$ cat src/osa_pkg.sv
// Shared constants, types and codes of the edit distance block.
`timescale 1ns / 1ps

package osa_pkg;

  // Longest pattern or candidate that is compared; longer strings are cut and flagged.
  localparam int MAX_LEN = 64;

  localparam int CHAR_W = 8;
  localparam int DIST_W = 7;
  localparam int DIST_MAX = 127;

  // Column cells run from 0 to MAX_LEN, pattern bytes from 0 to MAX_LEN-1.
  localparam int CW = $clog2(MAX_LEN + 1);
  localparam int PW = $clog2(MAX_LEN);

  // Meaning of the op field of an input beat.
  localparam logic OP_PATTERN   = 1'b0;
  localparam logic OP_CANDIDATE = 1'b1;

  typedef enum logic [1:0] {
    ST_IDLE,
    ST_WALK,
    ST_FIN
  } osa_state_e;

  // One word of the column memory: the last column and the one before it.
  typedef struct packed {
    logic [CW-1:0] prev;
    logic [CW-1:0] pp;
  } col_word_t;

  // Write request towards the pattern store.
  typedef struct packed {
    logic              en;
    logic              clear;
    logic [CHAR_W-1:0] ch;
  } pat_wr_t;

  // Command of one column walk.
  typedef struct packed {
    logic              start;
    logic              fresh;
    logic [CW-1:0]     n;
    logic [CW-1:0]     j;
    logic [CHAR_W-1:0] c;
    logic [CHAR_W-1:0] prevc;
  } walk_cmd_t;

  // Status of the column walk.
  typedef struct packed {
    logic          done;
    logic [CW-1:0] last_cell;
  } walk_sts_t;

endpackage

$ cat src/osa_if.sv
// Handshake interfaces of the input and result channels.
`timescale 1ns / 1ps

interface osa_in_if import osa_pkg::*; ();
  logic              valid;
  logic              ready;
  logic              op;
  logic [CHAR_W-1:0] ch;
  logic              last;

  modport source (output valid, output op, output ch, output last, input ready);
  modport sink (input valid, input op, input ch, input last, output ready);
endinterface

interface osa_out_if import osa_pkg::*; ();
  logic              valid;
  logic              ready;
  logic [DIST_W-1:0] distance;
  logic              overflow;

  modport source (output valid, output distance, output overflow, input ready);
  modport sink (input valid, input distance, input overflow, output ready);
endinterface

$ cat src/osa_pat_store.sv
// Pattern memory with its length counter and overflow flag.
`timescale 1ns / 1ps

module osa_pat_store import osa_pkg::*; (
  input  logic              clk_i,
  input  logic              rst_ni,
  input  pat_wr_t           wr_i,
  input  logic [PW-1:0]     raddr_i,
  output logic [CHAR_W-1:0] rdata_o,
  output logic [CW-1:0]     plen_o,
  output logic              povf_o
);

  logic [CHAR_W-1:0] mem [MAX_LEN];
  logic [CHAR_W-1:0] rdata_q;
  logic [CW-1:0]     plen_q, plen_d, len_eff;
  logic              povf_q, povf_d, povf_eff;
  logic              wr_mem;

  always_comb begin
    len_eff  = wr_i.clear ? '0 : plen_q;
    povf_eff = wr_i.clear ? 1'b0 : povf_q;
    wr_mem   = 1'b0;
    plen_d   = plen_q;
    povf_d   = povf_q;
    if (wr_i.en) begin
      plen_d = len_eff;
      povf_d = povf_eff;
      if (len_eff < CW'(MAX_LEN)) begin
        wr_mem = 1'b1;
        plen_d = len_eff + CW'(1);
      end else begin
        povf_d = 1'b1;
      end
    end
  end

  always_ff @(posedge clk_i) begin
    if (wr_mem) begin
      mem[len_eff[PW-1:0]] <= wr_i.ch;
    end
    rdata_q <= mem[raddr_i];
  end

  always_ff @(posedge clk_i or negedge rst_ni) begin
    if (!rst_ni) begin
      plen_q <= '0;
      povf_q <= 1'b0;
    end else begin
      plen_q <= plen_d;
      povf_q <= povf_d;
    end
  end

  assign rdata_o = rdata_q;
  assign plen_o  = plen_q;
  assign povf_o  = povf_q;

endmodule

$ cat src/osa_col_unit.sv
// Column memory and the cell update that walks one DP column per candidate byte.
`timescale 1ns / 1ps

module osa_col_unit import osa_pkg::*; (
  input  logic              clk_i,
  input  logic              rst_ni,
  input  walk_cmd_t         cmd_i,
  output logic [PW-1:0]     pat_raddr_o,
  input  logic [CHAR_W-1:0] pat_rdata_i,
  output walk_sts_t         sts_o
);

  localparam int SW = CW + 1;

  col_word_t mem [MAX_LEN + 1];
  col_word_t rd_q, wr_word;

  logic          issuing_q, issuing_d;
  logic [CW-1:0] k_q, k_d;
  logic          s1_valid_q;
  logic [CW-1:0] s1_idx_q;

  // Neighbors of the current cell, carried from the previous cell.
  logic [CW-1:0]     prev_im1_q, left_q, pp_d1_q, pp_d2_q;
  logic [CHAR_W-1:0] pm_q;

  logic [CW-1:0] prev_i, v;
  logic [SW-1:0] up, lft, diag, trans, m;
  logic          do_trans;

  // Issue side: one read of the column memory and the pattern memory per cycle.
  always_comb begin
    issuing_d = issuing_q;
    k_d       = k_q;
    if (cmd_i.start) begin
      issuing_d = 1'b1;
      k_d       = '0;
    end else if (issuing_q) begin
      if (k_q == cmd_i.n) begin
        issuing_d = 1'b0;
      end else begin
        k_d = k_q + CW'(1);
      end
    end
  end

  always_comb begin
    if (k_q == '0) begin
      pat_raddr_o = '0;
    end else begin
      pat_raddr_o = PW'(k_q - CW'(1));
    end
  end

  // Cell update. A fresh walk sees the row indices as the previous column.
  always_comb begin
    prev_i   = cmd_i.fresh ? s1_idx_q : rd_q.prev;
    up       = SW'(prev_i) + SW'(1);
    lft      = SW'(left_q) + SW'(1);
    diag     = SW'(prev_im1_q) + ((pat_rdata_i != cmd_i.c) ? SW'(1) : SW'(0));
    trans    = SW'(pp_d2_q) + SW'(1);
    do_trans = (s1_idx_q > CW'(1)) && (cmd_i.j > CW'(1)) &&
               (pm_q == cmd_i.c) && (pat_rdata_i == cmd_i.prevc);
    m = (up < lft) ? up : lft;
    if (diag < m) begin
      m = diag;
    end
    if (do_trans && (trans < m)) begin
      m = trans;
    end
    if (s1_idx_q == '0) begin
      v = cmd_i.j;
    end else begin
      v = m[CW-1:0];
    end
    wr_word.prev = v;
    wr_word.pp   = prev_i;
  end

  // Reads run one cell ahead of the write-back while cells are issued, so no entry is written before it is read.
  always_ff @(posedge clk_i) begin
    rd_q <= mem[k_q];
    if (s1_valid_q) begin
      mem[s1_idx_q] <= wr_word;
    end
  end

  always_ff @(posedge clk_i) begin
    if (s1_valid_q) begin
      prev_im1_q <= prev_i;
      left_q     <= v;
      pm_q       <= pat_rdata_i;
      pp_d1_q    <= rd_q.pp;
      pp_d2_q    <= pp_d1_q;
    end
    s1_idx_q <= k_q;
  end

  always_ff @(posedge clk_i or negedge rst_ni) begin
    if (!rst_ni) begin
      issuing_q  <= 1'b0;
      k_q        <= '0;
      s1_valid_q <= 1'b0;
    end else begin
      issuing_q  <= issuing_d;
      k_q        <= k_d;
      s1_valid_q <= issuing_q;
    end
  end

  assign sts_o.done      = s1_valid_q && (s1_idx_q == cmd_i.n);
  assign sts_o.last_cell = v;

endmodule

$ cat src/osa_edit_distance.sv
// Optimal string alignment distance between a stored pattern and streamed candidates.
// Pattern bytes are taken while the block is idle. A candidate byte walks n+1 cells at one per
// cycle, n the stored pattern length, and then passes the finish state; a candidate byte past
// the length limit goes straight to the finish state. No new byte is taken until the finish
// state is left. A final byte's result is loaded there, and that state stalls while an earlier result waits.
// Reset clears lengths, flags and control; the memories are not cleared.
`timescale 1ns / 1ps

module osa_edit_distance import osa_pkg::*; (
  input  logic      clk_i,
  input  logic      rst_ni,
  osa_in_if.sink    in_i,
  osa_out_if.source out_o
);

  osa_state_e state_q, state_d;

  logic [CW-1:0]     pos_q, pos_d;
  logic [CHAR_W-1:0] prevc_q, prevc_d;
  logic              start_new_q, start_new_d;
  logic              ovf_q, ovf_d;
  logic [CHAR_W-1:0] c_q, c_d;
  logic              last_q, last_d;
  logic              fresh_q, fresh_d;
  logic [CW-1:0]     last_cell_q, last_cell_d;

  logic              out_valid_q, out_valid_d;
  logic [DIST_W-1:0] out_dist_q, out_dist_d;
  logic              out_ovf_q, out_ovf_d;

  logic              in_fire, cand_fire, out_free, out_load, walk_start;
  logic              pos_room;
  logic [CW-1:0]     plen;
  logic              povf;
  logic [PW-1:0]     pat_raddr;
  logic [CHAR_W-1:0] pat_rdata;
  pat_wr_t           pat_wr;
  walk_cmd_t         walk_cmd;
  walk_sts_t         walk_sts;

  osa_pat_store u_pat_store (
    .clk_i   (clk_i),
    .rst_ni  (rst_ni),
    .wr_i    (pat_wr),
    .raddr_i (pat_raddr),
    .rdata_o (pat_rdata),
    .plen_o  (plen),
    .povf_o  (povf)
  );

  osa_col_unit u_col_unit (
    .clk_i       (clk_i),
    .rst_ni      (rst_ni),
    .cmd_i       (walk_cmd),
    .pat_raddr_o (pat_raddr),
    .pat_rdata_i (pat_rdata),
    .sts_o       (walk_sts)
  );

  assign in_fire   = in_i.valid && in_i.ready;
  assign cand_fire = in_fire && (in_i.op == OP_CANDIDATE);
  assign pos_room  = pos_q < CW'(MAX_LEN);
  assign out_free  = !out_valid_q || out_o.ready;

  // Next state.
  always_comb begin
    state_d = state_q;
    unique case (state_q)
      ST_IDLE: begin
        if (cand_fire) begin
          state_d = pos_room ? ST_WALK : ST_FIN;
        end
      end
      ST_WALK: begin
        if (walk_sts.done) begin
          state_d = ST_FIN;
        end
      end
      ST_FIN: begin
        if (!last_q || out_free) begin
          state_d = ST_IDLE;
        end
      end
      default: state_d = ST_IDLE;
    endcase
  end

  // Control outputs of the state machine.
  always_comb begin
    in_i.ready = 1'b0;
    walk_start = 1'b0;
    out_load   = 1'b0;
    unique case (state_q)
      ST_IDLE: begin
        in_i.ready = 1'b1;
        walk_start = cand_fire && pos_room;
      end
      ST_WALK: begin
      end
      ST_FIN: begin
        out_load = last_q && out_free;
      end
      default: begin
      end
    endcase
  end

  assign pat_wr.en    = in_fire && (in_i.op == OP_PATTERN);
  assign pat_wr.clear = start_new_q;
  assign pat_wr.ch    = in_i.ch;

  assign walk_cmd.start = walk_start;
  assign walk_cmd.fresh = fresh_q;
  assign walk_cmd.n     = plen;
  assign walk_cmd.j     = pos_q + CW'(1);
  assign walk_cmd.c     = c_q;
  assign walk_cmd.prevc = prevc_q;

  // Item state.
  always_comb begin
    pos_d       = pos_q;
    prevc_d     = prevc_q;
    start_new_d = start_new_q;
    ovf_d       = ovf_q;
    c_d         = c_q;
    last_d      = last_q;
    fresh_d     = fresh_q;
    last_cell_d = last_cell_q;
    if (pat_wr.en) begin
      // A pattern byte resets the candidate progress.
      pos_d       = '0;
      prevc_d     = '0;
      start_new_d = in_i.last;
    end
    if (cand_fire) begin
      start_new_d = 1'b1;
      c_d         = in_i.ch;
      last_d      = in_i.last;
      fresh_d     = (pos_q == '0);
      if (pos_q == '0) begin
        ovf_d = povf;
      end
      if (!pos_room) begin
        ovf_d = 1'b1;
      end
    end
    if (state_q == ST_WALK && walk_sts.done) begin
      pos_d       = pos_q + CW'(1);
      prevc_d     = c_q;
      last_cell_d = walk_sts.last_cell;
    end
    if (out_load) begin
      pos_d   = '0;
      prevc_d = '0;
      ovf_d   = povf;
    end
  end

  // Result register.
  always_comb begin
    out_valid_d = out_valid_q;
    out_dist_d  = out_dist_q;
    out_ovf_d   = out_ovf_q;
    if (out_load) begin
      out_valid_d = 1'b1;
      out_ovf_d   = ovf_q;
      if (32'(last_cell_q) > DIST_MAX) begin
        out_dist_d = DIST_W'(DIST_MAX);
      end else begin
        out_dist_d = DIST_W'(last_cell_q);
      end
    end else if (out_o.ready) begin
      out_valid_d = 1'b0;
    end
  end

  always_ff @(posedge clk_i or negedge rst_ni) begin
    if (!rst_ni) begin
      state_q     <= ST_IDLE;
      pos_q       <= '0;
      prevc_q     <= '0;
      start_new_q <= 1'b1;
      ovf_q       <= 1'b0;
      last_q      <= 1'b0;
      fresh_q     <= 1'b1;
      out_valid_q <= 1'b0;
    end else begin
      state_q     <= state_d;
      pos_q       <= pos_d;
      prevc_q     <= prevc_d;
      start_new_q <= start_new_d;
      ovf_q       <= ovf_d;
      last_q      <= last_d;
      fresh_q     <= fresh_d;
      out_valid_q <= out_valid_d;
    end
  end

  always_ff @(posedge clk_i) begin
    c_q         <= c_d;
    last_cell_q <= last_cell_d;
    out_dist_q  <= out_dist_d;
    out_ovf_q   <= out_ovf_d;
  end

  assign out_o.valid    = out_valid_q;
  assign out_o.distance = out_dist_q;
  assign out_o.overflow = out_ovf_q;

  // The candidate position never passes the length limit.
  a_pos_bound: assert property (@(posedge clk_i) disable iff (!rst_ni)
    pos_q <= CW'(MAX_LEN))
    else $error("candidate position beyond limit");

  // A candidate beat with room left starts a column walk.
  a_walk_start: assert property (@(posedge clk_i) disable iff (!rst_ni)
    (cand_fire && pos_room) |=> (state_q == ST_WALK))
    else $error("candidate beat did not start a walk");

  // A walk finishes only while the block is walking.
  a_done_in_walk: assert property (@(posedge clk_i) disable iff (!rst_ni)
    walk_sts.done |-> (state_q == ST_WALK))
    else $error("walk finished outside of a walk");

  // Loading a result always presents it on the next cycle.
  a_out_load: assert property (@(posedge clk_i) disable iff (!rst_ni)
    out_load |=> out_o.valid)
    else $error("result was not presented");

endmodule

$ cat src/flat_wrapper.sv
// flat-port wrapper written by rule: the top's interface ports become plain ports
module osa_edit_distance_flat import osa_pkg::*;
  (clk_i, rst_ni, in_i_valid, in_i_op, in_i_ch, in_i_last, in_i_ready, out_o_valid, out_o_distance, out_o_overflow, out_o_ready);
  osa_in_if in_i_i ();
  osa_out_if out_o_i ();
  input  logic clk_i;
  input  logic rst_ni;
  input wire logic [$bits(in_i_i.valid)-1:0] in_i_valid;
  input wire logic [$bits(in_i_i.op)-1:0] in_i_op;
  input wire logic [$bits(in_i_i.ch)-1:0] in_i_ch;
  input wire logic [$bits(in_i_i.last)-1:0] in_i_last;
  output wire logic [$bits(in_i_i.ready)-1:0] in_i_ready;
  output wire logic [$bits(out_o_i.valid)-1:0] out_o_valid;
  output wire logic [$bits(out_o_i.distance)-1:0] out_o_distance;
  output wire logic [$bits(out_o_i.overflow)-1:0] out_o_overflow;
  input wire logic [$bits(out_o_i.ready)-1:0] out_o_ready;
  assign in_i_i.valid = in_i_valid;
  assign in_i_i.op = in_i_op;
  assign in_i_i.ch = in_i_ch;
  assign in_i_i.last = in_i_last;
  assign in_i_ready = in_i_i.ready;
  assign out_o_valid = out_o_i.valid;
  assign out_o_distance = out_o_i.distance;
  assign out_o_overflow = out_o_i.overflow;
  assign out_o_i.ready = out_o_ready;
  osa_edit_distance u_core (.clk_i(clk_i), .rst_ni(rst_ni), .in_i(in_i_i), .out_o(out_o_i));
endmodule
$ cat config.mk
export PLATFORM = sky130hd
export DESIGN_NAME = osa_edit_distance_flat
export DESIGN_NICKNAME = d
export VERILOG_FILES = /design/src/osa_pkg.sv /design/src/osa_if.sv /design/src/osa_pat_store.sv /design/src/osa_col_unit.sv /design/src/osa_edit_distance.sv /design/src/flat_wrapper.sv
export SDC_FILE = /design/constraint.sdc
export NUM_CORES = 2
export LEC_CHECK = 0
export BUFFER_PORTS_ARGS = -buffer_cell sky130_fd_sc_hd__buf_2
export CAP_MARGIN = 20
export CORE_ASPECT_RATIO = 1.4
export CORE_MARGIN = 2
export CORE_UTILIZATION = 60
export CTS_CLUSTER_DIAMETER = 100
export DETAILED_ROUTE_END_ITERATION = 12
export GPL_TIMING_DRIVEN = 0
export PLACE_DENSITY = 0.74
export SLEW_MARGIN = 15
export SYNTH_ARGS = -nofsm -noshare
export SYNTH_HDL_FRONTEND = slang
export SYNTH_SLANG_ARGS = --single-unit
$ cat constraint.sdc
create_clock -name clk_i -period 31.7 [get_ports clk_i]
set_input_delay 3.17 -clock clk_i [delete_from_list [all_inputs] [get_ports clk_i]]
set_output_delay 3.17 -clock clk_i [all_outputs]
set_load 0.02 [all_outputs]
After elaboration in Yosys (flattened, before gate mapping)
Memories as Yosys holds them, arrays and structs flattened. A register that Yosys moved wholly into a read port is not among the register bits.
Cells that the tools add are included.
Storage, ports and cells
  register bits after elaboration: 105
  latch bits: 0
  bits in writable memories: 1422
  ROM bits: 0
  output and inout bits: 10
  word-level logic and storage cells: 127
  memories kept: 2
Cells by class
  add/subtract/negate cells: 8
  multiply operators: 0
  divide/modulo/power cells: 0
  order comparisons: 7
  equality and inequality tests: 13
  shift operators: 0
  multiplexer cells: 45
  bitwise logic cells: 1
  reduce and logical (&&, ||, !) cells: 28
Memories
  u_core.u_col_unit.mem: words 65, bits a word 14, rd ports 1, clocked after memory_dff 1, write ports 1, RTL line osa_col_unit.sv:15  | col_word_t mem [MAX_LEN + 1];
  u_core.u_pat_store.mem: words 64, bits a word 8, rd ports 1, clocked after memory_dff 1, write ports 1, RTL line osa_pat_store.sv:14  | logic [CHAR_W-1:0] mem [MAX_LEN];
Operators with widths (count)
  two-way mux 7 bit: 11
  two-way mux 8 bit: 5
  adder 7 x 1 -> 8 bit (second input constant): 3
  less-than comparator 8 bit: 3
  two-way mux 1 bit: 23
  adder 7 x 1 -> 7 bit (second input constant): 3
  zero test 7 bit: 3
  equality test 8 bit: 2
  equality test 7 bit: 2
  > comparator 7 x 1 -> 1 bit (second input constant): 2
  less-than comparator 7 bit (second input constant): 2
  logical AND 1 bit: 11
  != test 2 x 1 -> 1 bit (second input constant): 5
  adder 7 x 1 -> 8 bit: 1
  two-way mux 2 bit: 4
  != test 8 bit: 1
  nonzero test 2 bit: 4
  two-way mux 6 bit: 1
  one-hot mux 2 bit (3 select lines): 1
  AND reduction 2 bit: 3
  subtractor 6 x 1 -> 6 bit (second input constant): 1
  != test 3 x 2 -> 1 bit (second input constant): 1
  AND reduction 3 bit: 1
  nonzero test 3 bit: 1
  other kinds (6): 8

Longest topological paths before layout
  depth after elaboration: 10
  mapped depth: 30
  gate-level depth less buffers: 28

Cells and area by module
From an unflattened synthesis, not the netlist that was laid out.
Second synthesis, totals
  cells, all modules: 2869
  area total of the unflattened synthesis: 61013.5 µm²
Modules (own cells, without submodules)
  osa_col_unit: times used 1, cells each 1759, area an instance 38688.4 µm², seq. area each 29052.9 µm²
  osa_pat_store: times used 1, cells each 985, area an instance 20529.7 µm², seq. area each 15735.1 µm²
  osa_edit_distance: times used 1, cells each 125, area an instance 1795.5 µm², seq. area each 1243.7 µm²

Worst setup path before layout
No wires, ideal clock.
  kind: register to register
  start: register u_core.fresh_q
  end: register u_core.last_cell_q[1] (data pin)
  library setup time: 0.763 ns
  arrival: 9.383 ns
  required time: 30.937 ns
  path slack: 21.554 ns
  stages on the path, launching flop included: 27
  buffers on the path: 2
  clock period less this slack: 10.146 ns
  path through: dfstp_2 buf_2 mux2i_1 inv_1 nand2_1 nor3_1 xnor2_1 inv_1 ha_1 a211oi_1 o21ai_0 o21ai_1 buf_2 mux2i_1 inv_1 ha_1 a211o_1 a21o_1 a311oi_4 mux2i_1 ha_1 a21o_1 a21o_1 a2111oi_0 and3_1 a21oi_1 a221oi_1
RTL lines
  start, declared: RTL line osa_edit_distance.sv:24  | logic fresh_q, fresh_d;
  start signal, assigned: RTL line osa_edit_distance.sv:194  | fresh_q <= fresh_d;
  end signal, assigned: RTL line osa_edit_distance.sv:201  | last_cell_q <= last_cell_d;
  end, declared: RTL line osa_edit_distance.sv:25  | logic [CW-1:0] last_cell_q, last_cell_d;

==> flow_summary.yaml <==
setup_path:
  rr_worst_depth: 31
  r2r_start: "u_core.fresh_q"
  r2r_slack_ps: 21910
  end_kind: "flip-flop"
  cp_slowest_cell: "a2111oi_0"
  worst-setup-path-type: "flip-flop to flip-flop"
  worstPathArrival_ps: 10410
  crit_required_ps: 32320
  start_kind: "flip-flop"
  cpPeakStageDelay_ps: 760
  r2r_end: "u_core.u_col_unit.mem[43][10]"
  crit_top_cell: "ha_1"
  critPathMaxFanout: 26
floorplanning:
  start_util_pct: 60.4
  die_area_um2: 106000
  core-area_um2: 102000
  die_w_um: 275
  die_height_um: 384
  num_rows: 139
  io_pins: 24
drt:
  post_drt_wl_per_cell_um: 31.6
  vias_per_cell: 6.65
  drtPass1Iterations: 6
  totalWireLength_mm: 157
  drt-initial-drc-count: 3976
  drcViolationCount: 0
  vias: 32960
  postRouteAntennaNets: 0
clock_tree:
  cts_tree: "built"
  cts_hold_buf: 0
  clock_latency_ps: 790
  clkSinkCount: 1549
  cts_resized: 0
  post_cts_buffers: 0
  clk_pin_slew_ps: 60
  cts_buffers: 142
  root_buffer: "clkbuf_16"
  clockBufferDepth: 3
  h-tree-depth: 4
sta:
  fin_ws_ps: 21910
  finalMaxSlewViolations: 0
  rsz0062_at_grt: "false"
  slew-limit-headroom_pct: 22.8
  clock.fmax_ghz: 0.102
  tns_ps: 0
  clock_skew_ps: 31.1
  finalCritPeriodShare_pct: 30.9
  final_hold_viol_count: 0
  setup_viol: 0
  fin_hold_ws_ps: 374
  tightest_slew_ps: 1150
  layout_min_cycle_time_ps: 9790
final_layout:
  layout-drive-gt1-share_pct: 20.5
  post-route-cell-area_um2: 69300
  area_growth_pct: 12.1
  final_nets: 3542
synthesis:
  synth_edf_count: 1481
  synthMuxAreaShare_pct: 13.2
  yosys.area_share.adder_pct: 0.647
  synth_compound_area_share_pct: 5.17
  synthArstFlopShare_pct: 2.52
  synthCells: 3286
  syn_area_um2: 61900
  synthSimpleGateAreaFrac_pct: 3.94
  avgSynthCellArea_um2: 18.8
  synth_top_family_by_area: "multiplexers"
  synth_top_area_share_pct: 71.9
  synth_xor_area_share_pct: 1.01
  ys_ff_latch: 1549
  yosys-top-cells-area: "edfxtp_1, mux4_2, mux2i_1"
  synth-seq-area-share_pct: 74.4
  yosysUniqueCellTypes: 60
  yosys_most_used_dff: "edfxtp_1"
  synth_nets: 3332
  synth_warnings: 0
  yosys.area.top_type: "edfxtp_1"
grt:
  antenna_found_initial: 8
  grt_usage_pct: 30.3
  grt_pass1_wl_mm: 227
  gr-total-overflow: 0
  grt_max_degree: 69
  grt_pass1_vias: 33427
power:
  peakVddDrop_v: 0.000121
  power.total_mw: 8.25
  power.leakage_nw: 22.2
  powerDensity_nw_per_um2: 119
min_path:
  holdCritStartpoint: "u_core.u_col_unit.k_q[6]"
  hold_path.class: "flip-flop to flip-flop"
  whs_path_depth: 0
  min_to: "u_core.u_col_unit.s1_idx_q[6]"
placement:
  gp_congestion: 1.03
  dp.final_hpwl_mm: 106
  place_area_um2: 64500
  dp_slack_ps: 21930
  port_buffers: 23
run:
  cap_violations: 0
status:
  outcome: "finished, final reports clean"
==> cell type report <==
class / instances / area [um^2]
Sequential cell: 1549 / 46000
Antenna cell: 4 / 10.0
Buffer: 202 / 866
Multi-Input combinational cell: 1494 / 15100
Fill cell: 6350 / 33100
Clock buffer: 171 / 3710
Tap cell: 1339 / 1680
Timing Repair Buffer: 66 / 746
Inverter: 41 / 159
Clock inverter: 87 / 1040
==> cells by family (layout without fill, tap and decap cells) <==
group | count (synthesis) | after routing
AOI/OAI and AO/OA | 426 | 426
xor gates and xnor gates | 71 | 71
adders and majority gates | 32 | 32
other | 0 | 4
buffers and inverters | 243 | 567
muxes | 442 | 442
and+or+nand+nor | 523 | 523
DFF | 1549 | 1549
==> cell usage in the layout (no fill, tap or decap), types with 30 or more instances in the layout <==
master        n
xor2_1       41
ha_1         32
nor3_1       56
nand2_1      63
nand2b_1     32
o221ai_1     33
mux2_2       33
a211oi_1     52
mux2i_1     113
xnor2_1      30
nor2_1      182
o311ai_0     72
buf_1        32
o211ai_1     60
nor2_2       50
clkbuf_16   144
mux4_2      294
o21ai_0      45
buf_2        67
edfxtp_1   1481
o211a_1      33
a31oi_1      43
dfrtp_1      36
nand3_1      35
clkbuf_1    134
inv_1        36
==> registers in the layout (all words and copies together) (netlist names), 7 cells and up <==
register and flops:
u_core.u_col_unit.mem 910, u_core.u_pat_store.mem 512, u_core.u_col_unit.rd_q 14, u_core.c_q 8, u_core.prevc_q 8, u_core.u_col_unit.pm_q 8
u_core.u_pat_store.rdata_o 8, u_core.last_cell_q 7, u_core.out_o.distance 7, u_core.pos_q 7, u_core.u_col_unit.k_q 7, u_core.u_col_unit.left_q 7
u_core.u_col_unit.pp_d1_q 7, u_core.u_col_unit.pp_d2_q 7, u_core.u_col_unit.prev_im1_q 7, u_core.u_col_unit.s1_idx_q 7, u_core.u_pat_store.plen_o 7
==> how the worst max path moves through the flow <==
stage                                    endpoint  cells past startpoint            from  slack [ps]
finish              u_core.u_col_unit.mem[43][10]                     31  u_core.fresh_q       21910
CTS                 u_core.u_col_unit.mem[43][10]                     30  u_core.fresh_q       21890
detailed placement  u_core.u_col_unit.mem[36][10]                     30  u_core.fresh_q       21930
floorplan                   u_core.last_cell_q[1]                     26  u_core.fresh_q       21550
global route        u_core.u_col_unit.mem[42][10]                     31  u_core.fresh_q       21370
global placement     u_core.u_col_unit.mem[20][9]                     27  u_core.fresh_q       14760
==> cells in the mapped netlist, types with 41 or more instances <==
master,instances
nand2_1,63
inv_1,41
clkbuf_1,108
a211oi_1,52
mux4_2,294
o21ai_0,47
nor2_1,232
o211ai_1,60
nor3_1,59
mux2i_1,113
edfxtp_1,1481
a31oi_1,43
buf_2,50
o311ai_0,72
xor2_1,41
==> worst max-delay path, delay by kind of cell, from the launching register on <==
family | cells | cell delay (ps)
buffers and inverters | 8 | 1720
adder cells (fa/ha/maj) | 4 | 1200
AO/OA/AOI/OAI | 11 | 3780
XOR/XNOR | 1 | 280
AND/OR/NAND/NOR | 4 | 750
multiplexers | 3 | 1360
flip-flops | 1 | 510
==> stage by stage <==
stage / util, % / std cells
6_report: 67.7 / 4953
5_1_grt: 67.7 / 4951
4_1_cts: 67.6 / 4949
3_5_place_dp: 63.0 / 4691
3_3_place_gp: 62.1 / 4648
2_1_floorplan: - / 3286
==> where the power goes <==
group / internal (mW) / switching (mW)
Combinational: 1.18 / 2.32
Sequential: 2.94 / 0.0579
Clock: 1.00 / 0.749
Total: 5.12 / 3.13
==> routing by layer <==
| layer | track usage [%] | up-vias | routed length, um |
|---|---|---|---|
| li1 | - | 13872 | - |
| met1 | 36.1 | 16895 | 53300 |
| met2 | 51.7 | 1743 | 80400 |
| met3 | 4.89 | 442 | 11200 |
| met4 | 19.3 | 8 | 11600 |
| met5 | 0 | - | 57 |
No activity file was read; power rests on OpenSTA's default activity.
